===== config.mk =====
export PLATFORM = sky130hd
export DESIGN_NAME = llae_queue
export DESIGN_NICKNAME = d
export VERILOG_FILES = /design/src/rtl/llae_pkg.sv /design/src/rtl/llae_queue.sv
export SDC_FILE = /design/constraint.sdc
export NUM_CORES = 1
export LEC_CHECK = 0
export ABC_AREA = 1
export BUFFER_PORTS_ARGS = -buffer_cell sky130_fd_sc_hd__buf_2
export CAP_MARGIN = 40
export CELL_PAD_IN_SITES_DETAIL_PLACEMENT = 1
export CELL_PAD_IN_SITES_GLOBAL_PLACEMENT = 2
export CORE_MARGIN = 4
export CORE_UTILIZATION = 33
export DETAILED_ROUTE_END_ITERATION = 8
export PLACE_DENSITY = 0.72
export SLEW_MARGIN = 20
export SYNTH_ARGS = -nofsm -noshare
export SYNTH_HDL_FRONTEND = slang
export SYNTH_SLANG_ARGS = --single-unit

===== constraint.sdc =====
create_clock -name clk -period 1.55 [get_ports clk]
set_input_delay 0.31 -clock clk [delete_from_list [all_inputs] [get_ports clk]]
set_output_delay 0.31 -clock clk [all_outputs]
set_load 0.05 [all_outputs]

===== src/rtl/llae_pkg.sv =====
`timescale 1ns / 1ps
// ----------------------------------------------------------------------------
// llae_pkg: shared types and constants of the life-like automaton engine
// Grid geometry, transaction payloads, request and register codes, and the
// sequencer state encoding.
// ----------------------------------------------------------------------------
package llae_pkg;

	// Grid geometry: coordinates are fixed 8-bit fields
	localparam int COL_BITS   = 8;
	localparam int ROW_BITS   = 8;
	localparam int MAX_WIDTH  = 1 << COL_BITS;
	localparam int MAX_HEIGHT = 1 << ROW_BITS;
	localparam int ADDR_BITS  = COL_BITS + ROW_BITS;
	localparam int CELLS      = MAX_WIDTH * MAX_HEIGHT;
	localparam int SIZE_BITS  = 9;
	localparam int SIZE_MIN   = 3;

	localparam int AGE_BITS   = 16;
	localparam int POP_BITS   = 17;
	localparam int GEN_BITS   = 32;
	localparam int MASK_BITS  = 9;
	localparam int NBR_BITS   = 4;

	localparam int CFG_IDX_BITS  = 3;
	localparam int CFG_DATA_BITS = 16;

	localparam int Q_DEPTH    = 2;
	localparam int Q_PTR_BITS = 1;

	localparam logic [AGE_BITS-1:0] AGE_MAX = {AGE_BITS{1'b1}};

	typedef enum logic [1:0] {
		REQ_WRITE = 2'd0,
		REQ_READ  = 2'd1,
		REQ_STEP  = 2'd2,
		REQ_CLEAR = 2'd3
	} req_t;

	typedef enum logic [CFG_IDX_BITS-1:0] {
		CFG_SURVIVAL = 3'd0,
		CFG_BIRTH    = 3'd1,
		CFG_LIFE     = 3'd2,
		CFG_WIDTH    = 3'd3,
		CFG_HEIGHT   = 3'd4
	} cfg_idx_t;

	typedef struct packed {
		req_t                req_type;
		logic [COL_BITS-1:0] col;
		logic [ROW_BITS-1:0] row;
		logic                alive_in;
	} in_item_t;

	typedef struct packed {
		logic                alive_out;
		logic [AGE_BITS-1:0] age;
		logic [POP_BITS-1:0] live_count;
		logic [GEN_BITS-1:0] gen_count;
		logic                status;
	} out_item_t;

	// Live configuration, sizes already limited to the usable range
	typedef struct packed {
		logic [MASK_BITS-1:0] survival_mask;
		logic [MASK_BITS-1:0] birth_mask;
		logic [AGE_BITS-1:0]  life_time;
		logic [SIZE_BITS-1:0] width;
		logic [SIZE_BITS-1:0] height;
	} cfg_t;

	// Classified request handed from the front to the back
	typedef struct packed {
		req_t                req;
		logic [COL_BITS-1:0] col;
		logic [ROW_BITS-1:0] row;
		logic                alive;
		logic                oob;
	} cmd_t;

	typedef enum logic [3:0] {
		ST_INIT,
		ST_IDLE,
		ST_ACCESS,
		ST_UPDATE,
		ST_CLEAR,
		ST_ZERO,
		ST_FETCH,
		ST_DRAIN,
		ST_RESP
	} state_t;

endpackage


===== src/rtl/llae_queue.sv =====
`timescale 1ns / 1ps
// ----------------------------------------------------------------------------
// llae_queue: short command queue between front and back
// Two-entry FIFO that lets the front take requests while the back works.
// ----------------------------------------------------------------------------
module llae_queue (
	input  logic           clk,
	input  logic           arst_n,
	input  logic           push,
	input  llae_pkg::cmd_t push_cmd,
	output logic           full,
	input  logic           pop,
	output logic           valid,
	output llae_pkg::cmd_t pop_cmd
);
	import llae_pkg::*;

	cmd_t                  entry_q [Q_DEPTH];
	logic [Q_PTR_BITS-1:0] wptr_q;
	logic [Q_PTR_BITS-1:0] rptr_q;
	logic [Q_PTR_BITS:0]   count_q;

	assign full    = (count_q == (Q_PTR_BITS+1)'(Q_DEPTH));
	assign valid   = (count_q != '0);
	assign pop_cmd = entry_q[rptr_q];

	// Store pushed commands
	always_ff @(posedge clk) begin
		if (push) begin
			entry_q[wptr_q] <= push_cmd;
		end
	end

	// Advance pointers and occupancy
	always_ff @(posedge clk or negedge arst_n) begin
		if (!arst_n) begin
			wptr_q  <= '0;
			rptr_q  <= '0;
			count_q <= '0;
		end else begin
			if (push) begin
				wptr_q <= wptr_q + 1'b1;
			end
			if (pop) begin
				rptr_q <= rptr_q + 1'b1;
			end
			if (push && !pop) begin
				count_q <= count_q + 1'b1;
			end else if (pop && !push) begin
				count_q <= count_q - 1'b1;
			end
		end
	end

endmodule


==> results of run 1 <==
==> worst max-delay path, delay by kind of cell (launching register included) <==
family / cells / cell delay (ns)
multiplexers: 1 / 0.31
flip-flops: 1 / 0.46
buffers and inverters: 2 / 0.33
==> final timing paths <==
kind	start	depth (start not counted)	slack [ns]	endpoint
setup / recovery	rptr_q$_DFFE_PN0P_	3	-0.15	pop_cmd[17]
min in group asynchronous	arst_n	2	0.36	count_q[0]$_DFFE_PN0P_
hold reg to reg	count_q[1]$_DFFE_PN0P_	2	0.49	count_q[1]$_DFFE_PN0P_
max in group asynchronous	arst_n	2	1.05	rptr_q$_DFFE_PN0P_
setup reg to reg	wptr_q$_DFFE_PN0P_	3	0.39	entry_q[1][18]$_DFFE_PP_
hold / removal	push_cmd[8]	1	0.21	entry_q[0][8]$_DFFE_PP_
==> cell usage after synthesis <==
library cell	number
edfxtp_1	40
mux2_4	19
inv_1	7
nand2_1	6
dfrtp_1	4
buf_6	2
nor2_1	2
xor2_1	2
ha_1	1
mux2_2	1
nand3_1	1
nand4_1	1
xnor2_1	1
==> area by class of cell <==
cell class | instances | area [sq um]
Fill cell | 524 | 2728
Sequential cell | 44 | 1303
Timing Repair Buffer | 54 | 470.5
Multi-Input combinational cell | 34 | 379.1
Tap cell | 70 | 87.58
Clock buffer | 7 | 76.32
Inverter | 7 | 26.28
Clock inverter | 1 | 5.005
==> logic make-up after synthesis <==
group,Yosys count,synth area share [%]
simple gates,10,2.391
flops,44,75.36
mux,20,17.17
xor+xnor,3,1.522
buf+inv,9,2.826
fa+ha+maj,1,0.7245
==> registers in the layout, summed over array words and instances, names as in the netlist <==
signal	cells
count_q	2
entry_q	40
rptr_q	1
wptr_q	1
==> routing by layer <==
metal  vias up  track usage (%)
li1        436                -
met1       452            12.74
met2        33            18.87
met3         4            3.475
met4         0            5.068
met5         -                0
==> cell usage in the layout (no fill, tap or decap) <==
| cell type | count |
|---|---|
| nand3_1 | 1 |
| nor2_2 | 1 |
| dfrtp_2 | 1 |
| clkinv_2 | 1 |
| clkbuf_16 | 1 |
| buf_8 | 1 |
| clkbuf_8 | 5 |
| clkbuf_1 | 2 |
| buf_2 | 25 |
| ha_1 | 1 |
| xor2_1 | 2 |
| buf_4 | 4 |
| buf_12 | 2 |
| mux2_2 | 1 |
| buf_6 | 20 |
| nand4_1 | 1 |
| mux2_4 | 19 |
| nand2_1 | 6 |
| edfxtp_1 | 40 |
| xnor2_1 | 1 |
| nor2_1 | 1 |
| dfrtp_1 | 3 |
| inv_1 | 7 |
| dlygate4sd3_1 | 1 |
==> repair_timing <==
item | 4_1_cts | 5_1_grt
hold buffers | 1 | 0
setup buffers | 2 | 0
endpoints found under the setup margin | 20 | 20
cloned | 1 | 0
endpoints found under the hold margin | 4 | 0
gates resized for setup | 44 | 1
==> power by group through the flow <==
| stage | clock [mW] | sequential, mW | combinational, mW |
|---|---|---|---|
| after floorplan | 0 | 1.69 | 1.67 |
| after detailed placement | 0 | 1.72 | 2.11 |
| after CTS | 0.705 | 1.72 | 2.57 |
| after global placement | 0 | 1.70 | 2.07 |
| final | 0.673 | 1.70 | 2.52 |
| after global routing | 0.748 | 1.74 | 2.64 |
==> flow_summary.toml, run 1 <==
[outcome]
status = "complete, but fails checks"
violations = "negative setup slack"

[yosys]
synth_area_leaders = "edfxtp_1 70%, mux2_4 17%, dfrtp_1 5.8%"
yosysUniqueCellTypes = 13
yosys.area.top_type = "edfxtp_1"
ys_warn_count = 0
syn_inst = 87
synth.net_count = 112
seq_area_frac_synth_pct = 75.36
ys_ff_latch = 44
synth_top_area_share_pct = 69.57
syn_area_sq_um = 1727
avgSynthCellArea_sq_um = 19.85

[power]
p_comb_share_pct = 51.5
seq_power_share_pct = 34.7
ir_worst_vdd_mv = 0.8543
power.switching_mw = 1.912
swShare_pct = 39.04
leakage_nw = 0.9834
power.internal_mw = 2.985
powerDensity_nw_per_um2 = 2087
clock_power_share_pct = 13.7
power_mw = 4.898

[placed_design]
port_buffers = 45
gp_congestion = 0.6889
dp_hpwl_microns = 2346
placed_cells = 205
placed_cell_area_sq_um = 2082
pre_cts_slack_ns = 0.1176

[worst_setup_path]
end_kind = "output port"
critPathArrivalTime_ns = 1.39
cp.required_ns = 1.24
cpPeakStageDelay_ns = 0.46
crit_chain = "clkbuf_16 > mux2_4 > buf_8"
crit_type = "reg -> out"
critPathLaunchType = "register"
crit_path_max_fanout = 7
crit_slowest_cell = "dfrtp_2"

[floorplanning]
io-pin-count = 46
dieArea_sq_um = 6454
die_w_microns = 80.34
row_count = 26
fp.dieH_microns = 80.34
initial_core_util_pct = 34.02
core-area_sq_um = 5075

[grt]
grt_max_degree = 17
grt_pass1_vias = 1070
grt_overflow = 0
track_usage_pct = 11.12
grt_pass1_wl_microns = 5216
antenna_found_initial = 0

[layout]
final_area_sq_um = 2347
drive_gt1_share_pct = 55.10
syn_to_final_growth_pct = 35.94
stdcell_count = 217
fin_nets = 171
final_core_util_pct = 46.25
num_antenna_cells = 0

[timing]
final.period_utilization_pct = 109.4
period_needed_ns = 1.695
finalHoldViolations = 0
setup_viol = 20
hold_slack_ns = 0.2095
finalSetupTns_ns = -2.438
grt_setup_unrepaired = "true"
slew_viol_final = 0
max_slew_margin_pct = 83.07
fmax_mhz = 589.8
fin_skew_ns = 0.008294
tightest_slew_ns = 0.2536
setup_ws_ns = -0.1454

[clocking]
cts_made_buffers = 5
cts_root_buf = "clkbuf_8"
htreeDepth = 2
cts_tree = "yes"
worst_skew_pair.late_latency_ns = 0.29
cts_max_path_buffers = 2
cts_sinks = 44
clk_pin_slew_ns = 0.08

[detailed_routing]
highest_layer = "met4"
viasPerCell = 4.263
ant_nets = 0
wl_met3_microns = 208
wl_met1_microns = 1302
wl_per_cell_microns = 15.19
drt-initial-drc-count = 67
wl_met2_microns = 1729
vias = 925
drc = 0
wl_microns = 3296
drtPass1Iterations = 4

[flow_run]
maxCapViolCount = 0

[min_path]
min_path_type = "in -> reg"
Note: power is estimated with default switching activity, not from simulation.
==> inputs of run 2 (changes only) <==
--- a/config.mk
+++ b/config.mk
@@ -18,3 +18,4 @@
 export SYNTH_ARGS = -nofsm -noshare
 export SYNTH_HDL_FRONTEND = slang
 export SYNTH_SLANG_ARGS = --single-unit
+export TNS_END_PERCENT = 10
==> flow_summary.toml, run 2 (same netlist as run 1, synthesis figures left out) <==
[outcome]
status = "complete, but fails checks"
violations = "negative setup slack"

[timing]
finalSetupTns_ns = -2.596
setup_viol = 20
period_needed_ns = 1.702
grt_setup_unrepaired = "true"
max_slew_margin_pct = 83.06
hold_slack_ns = 0.2093
setup_ws_ns = -0.1523
slew_viol_final = 0
finalHoldViolations = 0
fin_skew_ns = 0.01009
tightest_slew_ns = 0.2538
fmax_mhz = 587.4
final.period_utilization_pct = 109.8

[worst_setup_path]
critPathLaunchType = "register"
cpPeakStageDelay_ns = 0.46
critPathBufInv = 2
endpoint = "pop_cmd[17]"
crit_chain = "clkbuf_16 > mux2_4 > buf_8"
r2r_end = "entry_q[1][18]$_DFFE_PP_"
crit_slowest_cell = "dfrtp_2"
critPathArrivalTime_ns = 1.39
crit_start = "rptr_q$_DFFE_PN0P_"
end_kind = "output port"
cp.required_ns = 1.24
crit_path_max_fanout = 7
crit_type = "reg -> out"
r2r_start = "wptr_q$_DFFE_PN0P_"
cp.depth = 3
r2r_slack_ns = 0.39
path_delay_family = "flip-flops"
r2r_cells = 3

[detailed_routing]
viasPerCell = 4.269
vias = 922
ant_nets = 0
wl_per_cell_microns = 15.38
drc = 0
wl_microns = 3322
drt-initial-drc-count = 65
drtPass1Iterations = 4

[floorplanning]
die_w_microns = 80.34
dieArea_sq_um = 6454
row_count = 26
fp.dieH_microns = 80.34
io-pin-count = 46
core-area_sq_um = 5075
initial_core_util_pct = 34.02

[flow_run]
maxCapViolCount = 0

[grt]
track_usage_pct = 11.28
grt_overflow = 0
grt_pass1_wl_microns = 5257
grt_max_degree = 17
antenna_found_initial = 0
grt_pass1_vias = 1081

[clocking]
cts_tree = "yes"
htreeDepth = 2
clk_pin_slew_ns = 0.08
cts_max_path_buffers = 2
worst_skew_pair.late_latency_ns = 0.29
cts_made_buffers = 5
cts_sinks = 44
cts_root_buf = "clkbuf_8"

[layout]
multi_input_area_sq_um = 379.1
regMostFlops = "entry_q"
fin_nets = 170
largest_reg_flops = 40
drive_gt1_share_pct = 54.79
n_fill_cell = 523
reg_top3 = "entry_q: 40 flops, count_q: 2 flops"
final_cell_mix = "40 x edfxtp_1, 25 x buf_2, 20 x buf_6, 19 x mux2_4, 7 x inv_1"
syn_to_final_growth_pct = 35.51
num_antenna_cells = 0
final_common_cell = "edfxtp_1"
regArea_sq_um = 1303

[min_path]
min_path_type = "in -> reg"

[power]
ir_worst_vdd_mv = 0.8536
powerDensity_nw_per_um2 = 2087
leakage_nw = 0.9786

[placed_design]
gp_congestion = 0.6889
dp_hpwl_microns = 2346
port_buffers = 45
[run 2: routing by layer]
metal | track usage, % | part of all wire (%) | vias to the layer above
met5 | 0 | 0 | -
li1 | - | - | 433
met1 | 12.45 | 37 | 446
met3 | 3.475 | 6.8 | 4
met4 | 5.068 | 1.7 | 0
met2 | 19.78 | 55 | 39
[run 2: repair_timing]
item                                    4_1_cts  5_1_grt
hold buffers                                  1        0
endpoints found under the hold margin         4        0
gates cloned                                  1        0
resized for setup                            44        1
endpoints found under the setup margin       20       20
pin swaps                                     0        0
setup buffers                                 1        0
[run 2: worst min-delay path by stage]
| stage | from | end | slack, ns | cells after the start |
|---|---|---|---|---|
| after CTS | push_cmd[8] | entry_q[0][8]$_DFFE_PP_ | 0.20 | 1 |
| after global routing | push_cmd[16] | entry_q[0][16]$_DFFE_PP_ | 0.20 | 1 |
| after global placement | arst_n | count_q[0]$_DFFE_PN0P_ | 0.13 | 1 |
| final | push_cmd[8] | entry_q[0][8]$_DFFE_PP_ | 0.21 | 1 |
| after detailed placement | arst_n | count_q[0]$_DFFE_PN0P_ | 0.13 | 1 |
| after floorplan | arst_n | count_q[0]$_DFFE_PN0P_ | 0.01 | 0 |
[run 2: final cells by class]
type / count / area share, %
clock buffer: 7 / 3.262
clock inverter: 1 / 0.2139
inverter: 7 / 1.123
multi-input combinational: 34 / 16.20
sequential: 44 / 55.67
tap: 70 / 3.743
timing repair buffer: 53 / 19.79
[run 2: power by group]
group	leakage (nW)	switching, mW	internal, mW	total (mW)
combinational	0.515	1.45	1.06	2.51
clock	0.0422	0.353	0.316	0.669
sequential	0.421	0.114	1.59	1.70
total	0.979	1.91	2.97	4.88
[run 2: through the flow]
stage / std cells / setup slack [ns] / total power [mW] / cell area (sq um) / util [%]
floorplan: 87 / 0.1773 / 3.356 / 1729 / -
global placement: 205 / 0.1370 / 3.770 / 2082 / 41.03
detailed placement: 205 / 0.1176 / 3.827 / 2082 / 41.03
CTS: 216 / -0.1751 / 4.971 / 2342 / 46.15
global route: 216 / -0.1939 / 5.111 / 2340 / 46.10
finish: 216 / -0.1523 / 4.883 / 2340 / 46.10
[run 2: worst register-to-register path: cells and delay by family, from the launching register on]
family / cells / cell delay (ns)
simple gates: 1 / 0.07
buf+inv: 2 / 0.41
flops: 1 / 0.40
