File: config.mk
export PLATFORM = sky130hd
export DESIGN_NAME = llae_front
export DESIGN_NICKNAME = d
export VERILOG_FILES = /design/src/rtl/llae_pkg.sv /design/src/rtl/llae_front.sv
export SDC_FILE = /design/constraint.sdc
export NUM_CORES = 1
export LEC_CHECK = 0
export BUFFER_PORTS_ARGS = -buffer_cell sky130_fd_sc_hd__buf_4
export CORE_MARGIN = 4
export CORE_UTILIZATION = 48
export DETAILED_ROUTE_END_ITERATION = 8
export GPL_TIMING_DRIVEN = 0
export PLACE_DENSITY = 0.88
export SETUP_SLACK_MARGIN = 0.3
export SYNTH_ARGS = -nofsm -noshare
export SYNTH_HDL_FRONTEND = slang
export SYNTH_SLANG_ARGS = --single-unit
File: constraint.sdc
create_clock -name clk -period 2.75 [get_ports clk]
set_input_delay 0.55 -clock clk [delete_from_list [all_inputs] [get_ports clk]]
set_output_delay 0.55 -clock clk [all_outputs]
set_load 0.02 [all_outputs]
File: src/rtl/llae_pkg.sv
`timescale 1ns / 1ps
// ----------------------------------------------------------------------------
// llae_pkg: shared types and constants of the life-like automaton engine
// Grid geometry, transaction payloads, request and register codes, and the
// sequencer state encoding.
// ----------------------------------------------------------------------------
package llae_pkg;

	// Grid geometry: coordinates are fixed 8-bit fields
	localparam int COL_BITS   = 8;
	localparam int ROW_BITS   = 8;
	localparam int MAX_WIDTH  = 1 << COL_BITS;
	localparam int MAX_HEIGHT = 1 << ROW_BITS;
	localparam int ADDR_BITS  = COL_BITS + ROW_BITS;
	localparam int CELLS      = MAX_WIDTH * MAX_HEIGHT;
	localparam int SIZE_BITS  = 9;
	localparam int SIZE_MIN   = 3;

	localparam int AGE_BITS   = 16;
	localparam int POP_BITS   = 17;
	localparam int GEN_BITS   = 32;
	localparam int MASK_BITS  = 9;
	localparam int NBR_BITS   = 4;

	localparam int CFG_IDX_BITS  = 3;
	localparam int CFG_DATA_BITS = 16;

	localparam int Q_DEPTH    = 2;
	localparam int Q_PTR_BITS = 1;

	localparam logic [AGE_BITS-1:0] AGE_MAX = {AGE_BITS{1'b1}};

	typedef enum logic [1:0] {
		REQ_WRITE = 2'd0,
		REQ_READ  = 2'd1,
		REQ_STEP  = 2'd2,
		REQ_CLEAR = 2'd3
	} req_t;

	typedef enum logic [CFG_IDX_BITS-1:0] {
		CFG_SURVIVAL = 3'd0,
		CFG_BIRTH    = 3'd1,
		CFG_LIFE     = 3'd2,
		CFG_WIDTH    = 3'd3,
		CFG_HEIGHT   = 3'd4
	} cfg_idx_t;

	typedef struct packed {
		req_t                req_type;
		logic [COL_BITS-1:0] col;
		logic [ROW_BITS-1:0] row;
		logic                alive_in;
	} in_item_t;

	typedef struct packed {
		logic                alive_out;
		logic [AGE_BITS-1:0] age;
		logic [POP_BITS-1:0] live_count;
		logic [GEN_BITS-1:0] gen_count;
		logic                status;
	} out_item_t;

	// Live configuration, sizes already limited to the usable range
	typedef struct packed {
		logic [MASK_BITS-1:0] survival_mask;
		logic [MASK_BITS-1:0] birth_mask;
		logic [AGE_BITS-1:0]  life_time;
		logic [SIZE_BITS-1:0] width;
		logic [SIZE_BITS-1:0] height;
	} cfg_t;

	// Classified request handed from the front to the back
	typedef struct packed {
		req_t                req;
		logic [COL_BITS-1:0] col;
		logic [ROW_BITS-1:0] row;
		logic                alive;
		logic                oob;
	} cmd_t;

	typedef enum logic [3:0] {
		ST_INIT,
		ST_IDLE,
		ST_ACCESS,
		ST_UPDATE,
		ST_CLEAR,
		ST_ZERO,
		ST_FETCH,
		ST_DRAIN,
		ST_RESP
	} state_t;

endpackage

File: src/rtl/llae_front.sv
`timescale 1ns / 1ps
// ----------------------------------------------------------------------------
// llae_front: configuration registers and request classification
// Holds the rule and grid registers, accepts requests and flags coordinates
// outside the configured grid before queuing them for the back end.
// ----------------------------------------------------------------------------
module llae_front (
	input  logic                                clk,
	input  logic                                arst_n,
	input  logic                                cfg_valid,
	output logic                                cfg_ready,
	input  logic [llae_pkg::CFG_IDX_BITS-1:0]   cfg_index,
	input  logic [llae_pkg::CFG_DATA_BITS-1:0]  cfg_data,
	input  logic                                in_valid,
	output logic                                in_ready,
	input  llae_pkg::in_item_t                  in_data,
	input  logic                                init_busy,
	input  logic                                q_full,
	output logic                                push,
	output llae_pkg::cmd_t                      push_cmd,
	output llae_pkg::cfg_t                      cfg
);
	import llae_pkg::*;

	logic [MASK_BITS-1:0] survival_q;
	logic [MASK_BITS-1:0] birth_q;
	logic [AGE_BITS-1:0]  life_q;
	logic [SIZE_BITS-1:0] width_q;
	logic [SIZE_BITS-1:0] height_q;

	// Limit a size register to the range the grid supports
	function automatic logic [SIZE_BITS-1:0] eff_size(input logic [SIZE_BITS-1:0] v,
			input logic [SIZE_BITS-1:0] maxv);
		logic [SIZE_BITS-1:0] r;
		if (v < SIZE_BITS'(SIZE_MIN)) begin
			r = SIZE_BITS'(SIZE_MIN);
		end else if (v > maxv) begin
			r = maxv;
		end else begin
			r = v;
		end
		return r;
	endfunction

	assign cfg_ready = 1'b1;

	// Write configuration registers
	always_ff @(posedge clk or negedge arst_n) begin
		if (!arst_n) begin
			survival_q <= MASK_BITS'(12);
			birth_q    <= MASK_BITS'(8);
			life_q     <= '0;
			width_q    <= SIZE_BITS'(64);
			height_q   <= SIZE_BITS'(64);
		end else if (cfg_valid) begin
			unique case (cfg_index)
				CFG_SURVIVAL: survival_q <= cfg_data[MASK_BITS-1:0];
				CFG_BIRTH:    birth_q    <= cfg_data[MASK_BITS-1:0];
				CFG_LIFE:     life_q     <= cfg_data[AGE_BITS-1:0];
				CFG_WIDTH:    width_q    <= cfg_data[SIZE_BITS-1:0];
				CFG_HEIGHT:   height_q   <= cfg_data[SIZE_BITS-1:0];
				default:      ;
			endcase
		end
	end

	always_comb begin
		cfg.survival_mask = survival_q;
		cfg.birth_mask    = birth_q;
		cfg.life_time     = life_q;
		cfg.width         = eff_size(width_q, SIZE_BITS'(MAX_WIDTH));
		cfg.height        = eff_size(height_q, SIZE_BITS'(MAX_HEIGHT));
	end

	// Classify the request and flag cell accesses outside the grid
	always_comb begin
		push_cmd.req   = in_data.req_type;
		push_cmd.col   = in_data.col;
		push_cmd.row   = in_data.row;
		push_cmd.alive = in_data.alive_in;
		push_cmd.oob   = ((in_data.req_type == REQ_WRITE) || (in_data.req_type == REQ_READ))
			&& (({1'b0, in_data.col} >= cfg.width) || ({1'b0, in_data.row} >= cfg.height));
	end

	assign in_ready = !q_full && !init_busy;
	assign push     = in_valid && in_ready;

endmodule

==> results of run 1 <==
## how the worst max path moves through the flow
stage / end / start / depth (start not counted)
floorplan: push_cmd[0] / height_q[2] / 9
global placement: push_cmd[0] / height_q[2] / 9
detailed placement: push_cmd[0] / height_q[2] / 9
CTS: push_cmd[0] / width_q[7] / 10
global route: push_cmd[0] / height_q[3] / 10
finish: push_cmd[0] / height_q[3] / 10
## power breakdown
group,switching [W],internal (W),leakage (nW)
combinational,0.000578,0.000583,1.32
sequential,0.000105,0.000944,0.617
clock,0.000233,0.000205,0.0445
total,0.000916,0.00173,1.98
## metrics by stage
stage / setup TNS [ps] / power (W) / worst slack, ps
floorplan: 0 / 0.00168 / 166
global placement: -54.8 / 0.00212 / -54.8
detailed placement: -49.0 / 0.00216 / -49.0
CTS: -259 / 0.00264 / -259
global route: -405 / 0.00282 / -405
finish: -267 / 0.00265 / -267
## cell type report
cell class | count | area, um^2
clock inverters | 1 | 7.51
repair buffers | 118 | 890
fillers | 423 | 1590
inverters | 21 | 78.8
flip-flops and latches | 52 | 1310
plain buffers | 28 | 208
clock buffers | 7 | 86.3
multi-input cells | 125 | 1280
well taps | 72 | 90.1
## sequential cells by signal (all words and copies together), names as in the netlist
| signal | flops |
|---|---|
| birth_q | 9 |
| life_q | 16 |
| survival_q | 9 |
| width_q | 9 |
| height_q | 9 |
## cell families (layout without fill, tap and decap cells)
logic type / count (synthesis) / in the layout / synth area share
AO/OA/AOI/OAI: 18 / 18 / 0.0404
buffers and inverters: 49 / 175 / 0.104
multiplexers: 50 / 50 / 0.218
flip-flops: 52 / 52 / 0.475
adder cells (fa/ha/maj): 16 / 16 / 0.0727
AND/OR/NAND/NOR: 40 / 40 / 0.0890
other: 1 / 1 / 0.00136
## metal layers
layer / track usage / up-vias / wire (um)
met5: 0 / - / 0
met4: 0.0307 / 0 / 48
met3: 0.0711 / 5 / 671
met1: 0.217 / 971 / 2530
li1: - / 995 / -
met2: 0.325 / 87 / 3270
## cells in the mapped netlist (all sizes together) (5+ instances only)
master	n
inv	21
ha	16
dfstp	5
o21ai	7
dfrtp	47
buf	24
mux2	50
nand2b	14
nand2	7
## worst max-delay path: stages (launching register included)
cell and delay [ps]:
dfrtp_1 410, nor4_2 280, nand2_1 150, a21oi_4 170, ha_1 250, nand2b_4 150
a2111oi_4 290, o21ai_1 100, a21oi_1 180, nand2_2 60, buf_6 130
## repair_timing
item                                    in CTS  in global routing
hold buffers                                 0                  0
resized for setup                            7                  6
buffers inserted                             2                  1
pin swaps                                    8                  6
endpoints found under the setup margin       1                  1
==> impl_metrics.csv, run 1 <==
group,metric,value,unit
cells_and_area,drive_gt1_frac,0.625,
detailed_routing,initialDrtViolationCount,61,
worst_setup_path,reg2reg_from,"width_q[8]",
cells_and_area,finish.cell_count_without_fillers,424,
placed_design,detailed_place_hpwl,5130,um
detailed_routing,routed_wl,6520,um
detailed_routing,via_to_cell_ratio,4.85,
cells_and_area,layout.cells.most_common_list,"buf_4, dfrtp_1, mux2_2",
timing,final.setup.worst_slack,-267,ps
grt,pin_count_of_the_biggest_net_entering_global_routing,53,
clocking,clock_latency,290,ps
worst_setup_path,crit_path_end_kind,"primary output",
grt,grt_antenna_before_repair,0,
logic_synthesis,post_synth.cell_area_avg,12.2,um^2
detailed_routing,drt_first_pass_iters,4,
timing,slew_headroom,0.576,
grt,gr-total-overflow,0,
logic_synthesis,synth-main-ff-cell,"dfrtp_1",
detailed_routing,via_count,2058,
power_and_ir_drop,power.ir.vdd_worst,464,uV
worst_setup_path,timing.setup.critical_path_class,"flop to primary output",
flow_run,max_cap_violations,0,
clocking,cts_tree,"built",
outcome,failed_checks,"negative setup slack",
grt,grt_usage,0.185,
floorplan,die-area,7020,um^2
logic_synthesis,synth_top_area_frac,0.427,
worst_setup_path,worstPathMaxFanout,3,
clocking,clock_tree.root_cell,"clkbuf_8",
worst_setup_path,r2r_setup_slack,1710,ps
grt,grt_pass1_vias,2251,
grt,wire_length_of_the_first_global_routing_pass,10700,um
placed_design,post-place-cells,413,
timing,grt_setup_unrepaired,"yes",
logic_synthesis,synth-seq-area-share,0.475,
floorplan,initial_core_util,0.497,
outcome,outcome,"finished, violations left",
timing,skew,0,ps
floorplan,die-height,83.8,um
clocking,tritoncts_num_sinks,52,
clocking,ctsLongestPathBuffers,2,
worst_setup_path,worst_r2r_endpoint,"width_q[8]",
timing,report.final.slew_viol_count,0,
cells_and_area,antenna-diode-count,0,
worst_setup_path,worst_ep_required_time,2200,ps
clocking,htree_levels,2,
timing,timing_worst_slew_pin_value,636,ps
floorplan,io-pin-count,119,
worst_setup_path,worst_r2r_path_depth,2,
logic_synthesis,synth_cells,226,
min_path,hp-class,"input port to asynchronous set/reset pin",
floorplan,rows,27,
detailed_routing,antenna_left,0,
logic_synthesis,synth.lib_cells_used.distinct,30,
worst_setup_path,worst_setup_path_start_kind,"flop",
logic_synthesis,yosys_register_bits,52,
cells_and_area,layout-area-overhead-vs-synth,43.3,%
timing,finalCriticalPeriod,3020,ps
timing,hold_viol_final,0,
logic_synthesis,synth_nets,286,
timing,finalSetupViolations,1,
placed_design,detailed_place.area,3740,um^2
cells_and_area,layout.core_utilization,0.713,
power_and_ir_drop,power.static_leakage,1.98,nW
cells_and_area,finalNetCount,411,
clocking,cts.reportedPaths.clkPinSlew,90,ps
cells_and_area,layout.cells.most_common,"buf_4",
placed_design,io_buffers,115,
timing,min_period_over_period,1.10,
cells_and_area,final_design_area_no_fill,3950,um^2
detailed_routing,route.detailed.wl_per_inst,15.4,um
power_and_ir_drop,powerDensity,671,nW/um^2
logic_synthesis,post-synth-top-area-cell,"dfrtp_1",
detailed_routing,drc,0,
logic_synthesis,synth-warning-count,0,
timing,fin_worst_hold_slack,256,ps
clocking,cts_inserted_buffers,5,
worst_setup_path,arrival_time_at_the_worst_endpoint,2470,ps
floorplan,core,5540,um^2
placed_design,gpl.final_weighted_congestion,0.765,
logic_synthesis,synth_edf_count,0,
timing,max_freq,0.331,GHz
logic_synthesis,netlist_top_cells_area,"dfrtp_1, mux2_2, ha_1, buf_4, mux2_4",
floorplan,fp.dieW,83.8,um
logic_synthesis,synth.cell_area,2760,um^2
logic_synthesis,async_flop_share,1.00,
Power figures use the tool's default switching activity.
==> inputs of run 2 (changes only) <==
--- a/config.mk
+++ b/config.mk
@@ -7,5 +7,5 @@
 export LEC_CHECK = 0
 export BUFFER_PORTS_ARGS = -buffer_cell sky130_fd_sc_hd__buf_4
-export CORE_MARGIN = 4
+export CORE_MARGIN = 10
 export CORE_UTILIZATION = 48
 export DETAILED_ROUTE_END_ITERATION = 8
==> constraint.sdc (replaced) <==
create_clock -name clk -period 2.75 [get_ports clk]
set_input_delay 0.1375 -clock clk [delete_from_list [all_inputs] [get_ports clk]]
set_output_delay 0.1375 -clock clk [all_outputs]
set_load 0.02 [all_outputs]
==> run 2 against run 1 <==
The run now ends clean. Via count rose by 2.5%. Fmax rose by 18%. Die area rose by 31%. Clock-buffer cell count fell by 1. Final cell count rose by 2.4%. Non-clock buffer count rose by 10. Register-to-register slack improved by 60 ps. Utilization rose by 0.88 points. Sequential share of layout area fell by 0.40 points. Hold slack got worse by 190 ps. Global-route usage fell by 3.6 points. Critical endpoint unchanged.
==> impl_metrics.csv, run 2 (synthesized netlist as in run 1, its figures left out) <==
group,metric,value,unit
placed_design,dp_slack,256,ps
worst_setup_path,max_stage_delay,390,ps
worst_setup_path,reg2reg_from,"width_q[8]",
min_path,min_path_cells,2,
cells_and_area,layout-area-overhead-vs-synth,45.1,%
worst_setup_path,worstPathMaxFanout,2,
detailed_routing,route.detailed.wl_per_inst,16.4,um
detailed_routing,drc,0,
min_path,hp-class,"input port to flop",
clocking,ctsLongestPathBuffers,2,
flow_run,max_cap_violations,0,
clocking,htree_levels,2,
cells_and_area,layout.cells.most_common_list,"buf_4, dfrtp_1, mux2_2",
detailed_routing,initialDrtViolationCount,39,
power_and_ir_drop,seq_power_share,0.382,
worst_setup_path,timing.critical_path.cells,"nor4_2, nand2_1, a21oi_2, ha_1, nand2b_4, a2111oi_2, o21ai_1, a21oi_1, nand2_1, buf_6",
floorplan,io-pin-count,119,
cells_and_area,drive_gt1_frac,0.627,
worst_setup_path,worst_ep_required_time,2610,ps
grt,gr-total-overflow,0,
floorplan,fp.dieW,95.8,um
worst_setup_path,worst_setup_path_start_kind,"flop",
timing,report.final.slew_viol_count,0,
outcome,outcome,"complete, no violations",
floorplan,rows,27,
timing,finalSetupViolations,0,
grt,grt_usage,0.149,
timing,min_period_over_period,0.926,
power_and_ir_drop,power_switching,0.000917,W
timing,slew_headroom,0.575,
detailed_routing,routed_wl,7120,um
timing,grt_setup_unrepaired,"yes",
worst_setup_path,crit_slowest_cell,"dfrtp_1",
power_and_ir_drop,share_clk_of_total_power,0.182,
cells_and_area,register_containing_the_most_flip_flops_in_the_final_layout,"life_q",
grt,pin_count_of_the_biggest_net_entering_global_routing,53,
timing,setup_tns,0,ps
timing,final.setup.worst_slack,203,ps
detailed_routing,via_to_cell_ratio,4.86,
clocking,cts_inserted_buffers,5,
min_path,hold_worst_path_end,"life_q[9]",
timing,hold_viol_final,0,
worst_setup_path,cpLargestDelayFamily,"compound AO/OA/AOI/OAI gates",
cells_and_area,antenna-diode-count,0,
detailed_routing,via_count,2109,
timing,skew,0,ps
clocking,tritoncts_num_sinks,52,
worst_setup_path,r2r_setup_slack,1770,ps
timing,finalCriticalPeriod,2550,ps
floorplan,die-height,95.8,um
timing,max_freq,0.393,GHz
worst_setup_path,arrival_time_at_the_worst_endpoint,2410,ps
floorplan,core,5540,um^2
worst_setup_path,critical-path-top-cell-by-count,"nand2_1",
clocking,cts.reportedPaths.clkPinSlew,80,ps
clocking,clock_latency,290,ps
cells_and_area,nFillCells,413,
cells_and_area,finalNetCount,421,
floorplan,die-area,9170,um^2
floorplan,initial_core_util,0.497,
placed_design,gpl.final_weighted_congestion,0.803,
worst_setup_path,critical_path.n_buffers_inverters,1,
timing,timing_worst_slew_pin_value,637,ps
grt,grt_antenna_before_repair,0,
power_and_ir_drop,combinationalPowerShare,0.436,
cells_and_area,largest_register_ffs,16,
grt,wire_length_of_the_first_global_routing_pass,11000,um
placed_design,io_buffers,115,
power_and_ir_drop,power.static_leakage,2.04,nW
power_and_ir_drop,power.ir.vdd_worst,468,uV
cells_and_area,layout.cells.most_common,"buf_4",
worst_setup_path,worst_r2r_endpoint,"width_q[8]",
power_and_ir_drop,internal_power,0.00182,W
power_and_ir_drop,powerDensity,685,nW/um^2
power_and_ir_drop,power_switching_share,0.335,
clocking,cts_tree,"built",
worst_setup_path,worst_r2r_path_depth,2,
worst_setup_path,crit_path_end_kind,"primary output",
grt,grt_pass1_vias,2307,
worst_setup_path,timing.setup.critical_path_class,"flop to primary output",
placed_design,detailed_place_hpwl,5730,um
clocking,clock_tree.root_cell,"clkbuf_8",
detailed_routing,antenna_left,0,
detailed_routing,drt_first_pass_iters,4,
min_path,hp-start,"cfg_data[9]",
## run 2: changes by cell type in the layout (fill, tap and decap cells not counted), sizes merged
cell | before | now
clkinv | 0 | 1
clkbuf | 11 | 10
buf | 142 | 151
bufinv | 0 | 1
dlygate4sd3 | 0 | 1
clkinvlp | 1 | 0
## run 2: worst max path at each step
stage | startpoint | to | slack [ps] | depth (start not counted)
after global placement | height_q[4] | push_cmd[0] | 300 | 10
final | height_q[4] | push_cmd[0] | 200 | 10
after CTS | width_q[7] | push_cmd[0] | 210 | 10
after detailed placement | width_q[7] | push_cmd[0] | 260 | 10
after floorplan | height_q[4] | push_cmd[0] | 430 | 9
after global routing | height_q[4] | push_cmd[0] | 70 | 10
## run 2: final cells by class
| class | count | area [um^2] | area share |
|---|---|---|---|
| clock inverter | 2 | 35.0 | 0.00876 |
| buffer | 28 | 208 | 0.0520 |
| clock buffer | 6 | 72.6 | 0.0182 |
| inverter | 21 | 78.8 | 0.0197 |
| timing repair buffer | 128 | 967 | 0.242 |
| sequential | 52 | 1310 | 0.327 |
| multi-input combinational | 125 | 1240 | 0.310 |
| tap | 72 | 90.1 | 0.0225 |
## run 2: repair_timing
item	CTS	global route
cloned	0	0
pin swaps	15	3
resized for setup	14	0
setup endpoints to repair	1	1
hold buffers	1	0
hold endpoints to repair	47	0
buffers inserted	12	0
## run 2: worst reg2reg max path, stage by stage, from the launching register on
cell and delay (ps):
dfrtp_1 400, clkbuf_1 190, mux2_2 290
## run 2: power groups by stage
stage / Sequential [W] / Clock (W) / Combinational (W)
4_1_cts: 0.00105 / 0.000511 / 0.00121
2_1_floorplan: 0.00118 / 0 / 0.000485
3_3_place_gp: 0.00105 / 0 / 0.00107
3_5_place_dp: 0.00106 / 0 / 0.00110
5_1_grt: 0.00107 / 0.000547 / 0.00129
6_report: 0.00105 / 0.000498 / 0.00119
## run 2: through the flow
| stage | cells | power, W | hold WS, ps | cell area [um^2] | utilization |
|---|---|---|---|---|---|
| finish | 434 | 0.00274 | 68.3 | 4000 | 0.722 |
| global route | 434 | 0.00291 | 56.2 | 4000 | 0.722 |
| floorplan | 226 | 0.00166 | -158 | 2760 | - |
| CTS | 434 | 0.00277 | 60.2 | 4000 | 0.722 |
| global placement | 413 | 0.00212 | 200 | 3720 | 0.671 |
| detailed placement | 413 | 0.00216 | 203 | 3720 | 0.671 |
## run 2: routing by layer
metal / part of all wire / up-vias / track usage
met1: 0.39 / 992 / 0.160
met5: 0 / - / 0
li1: - / 1018 / -
met3: 0.13 / 5 / 0.0708
met4: 0.0035 / 0 / 0.0307
met2: 0.48 / 94 / 0.261
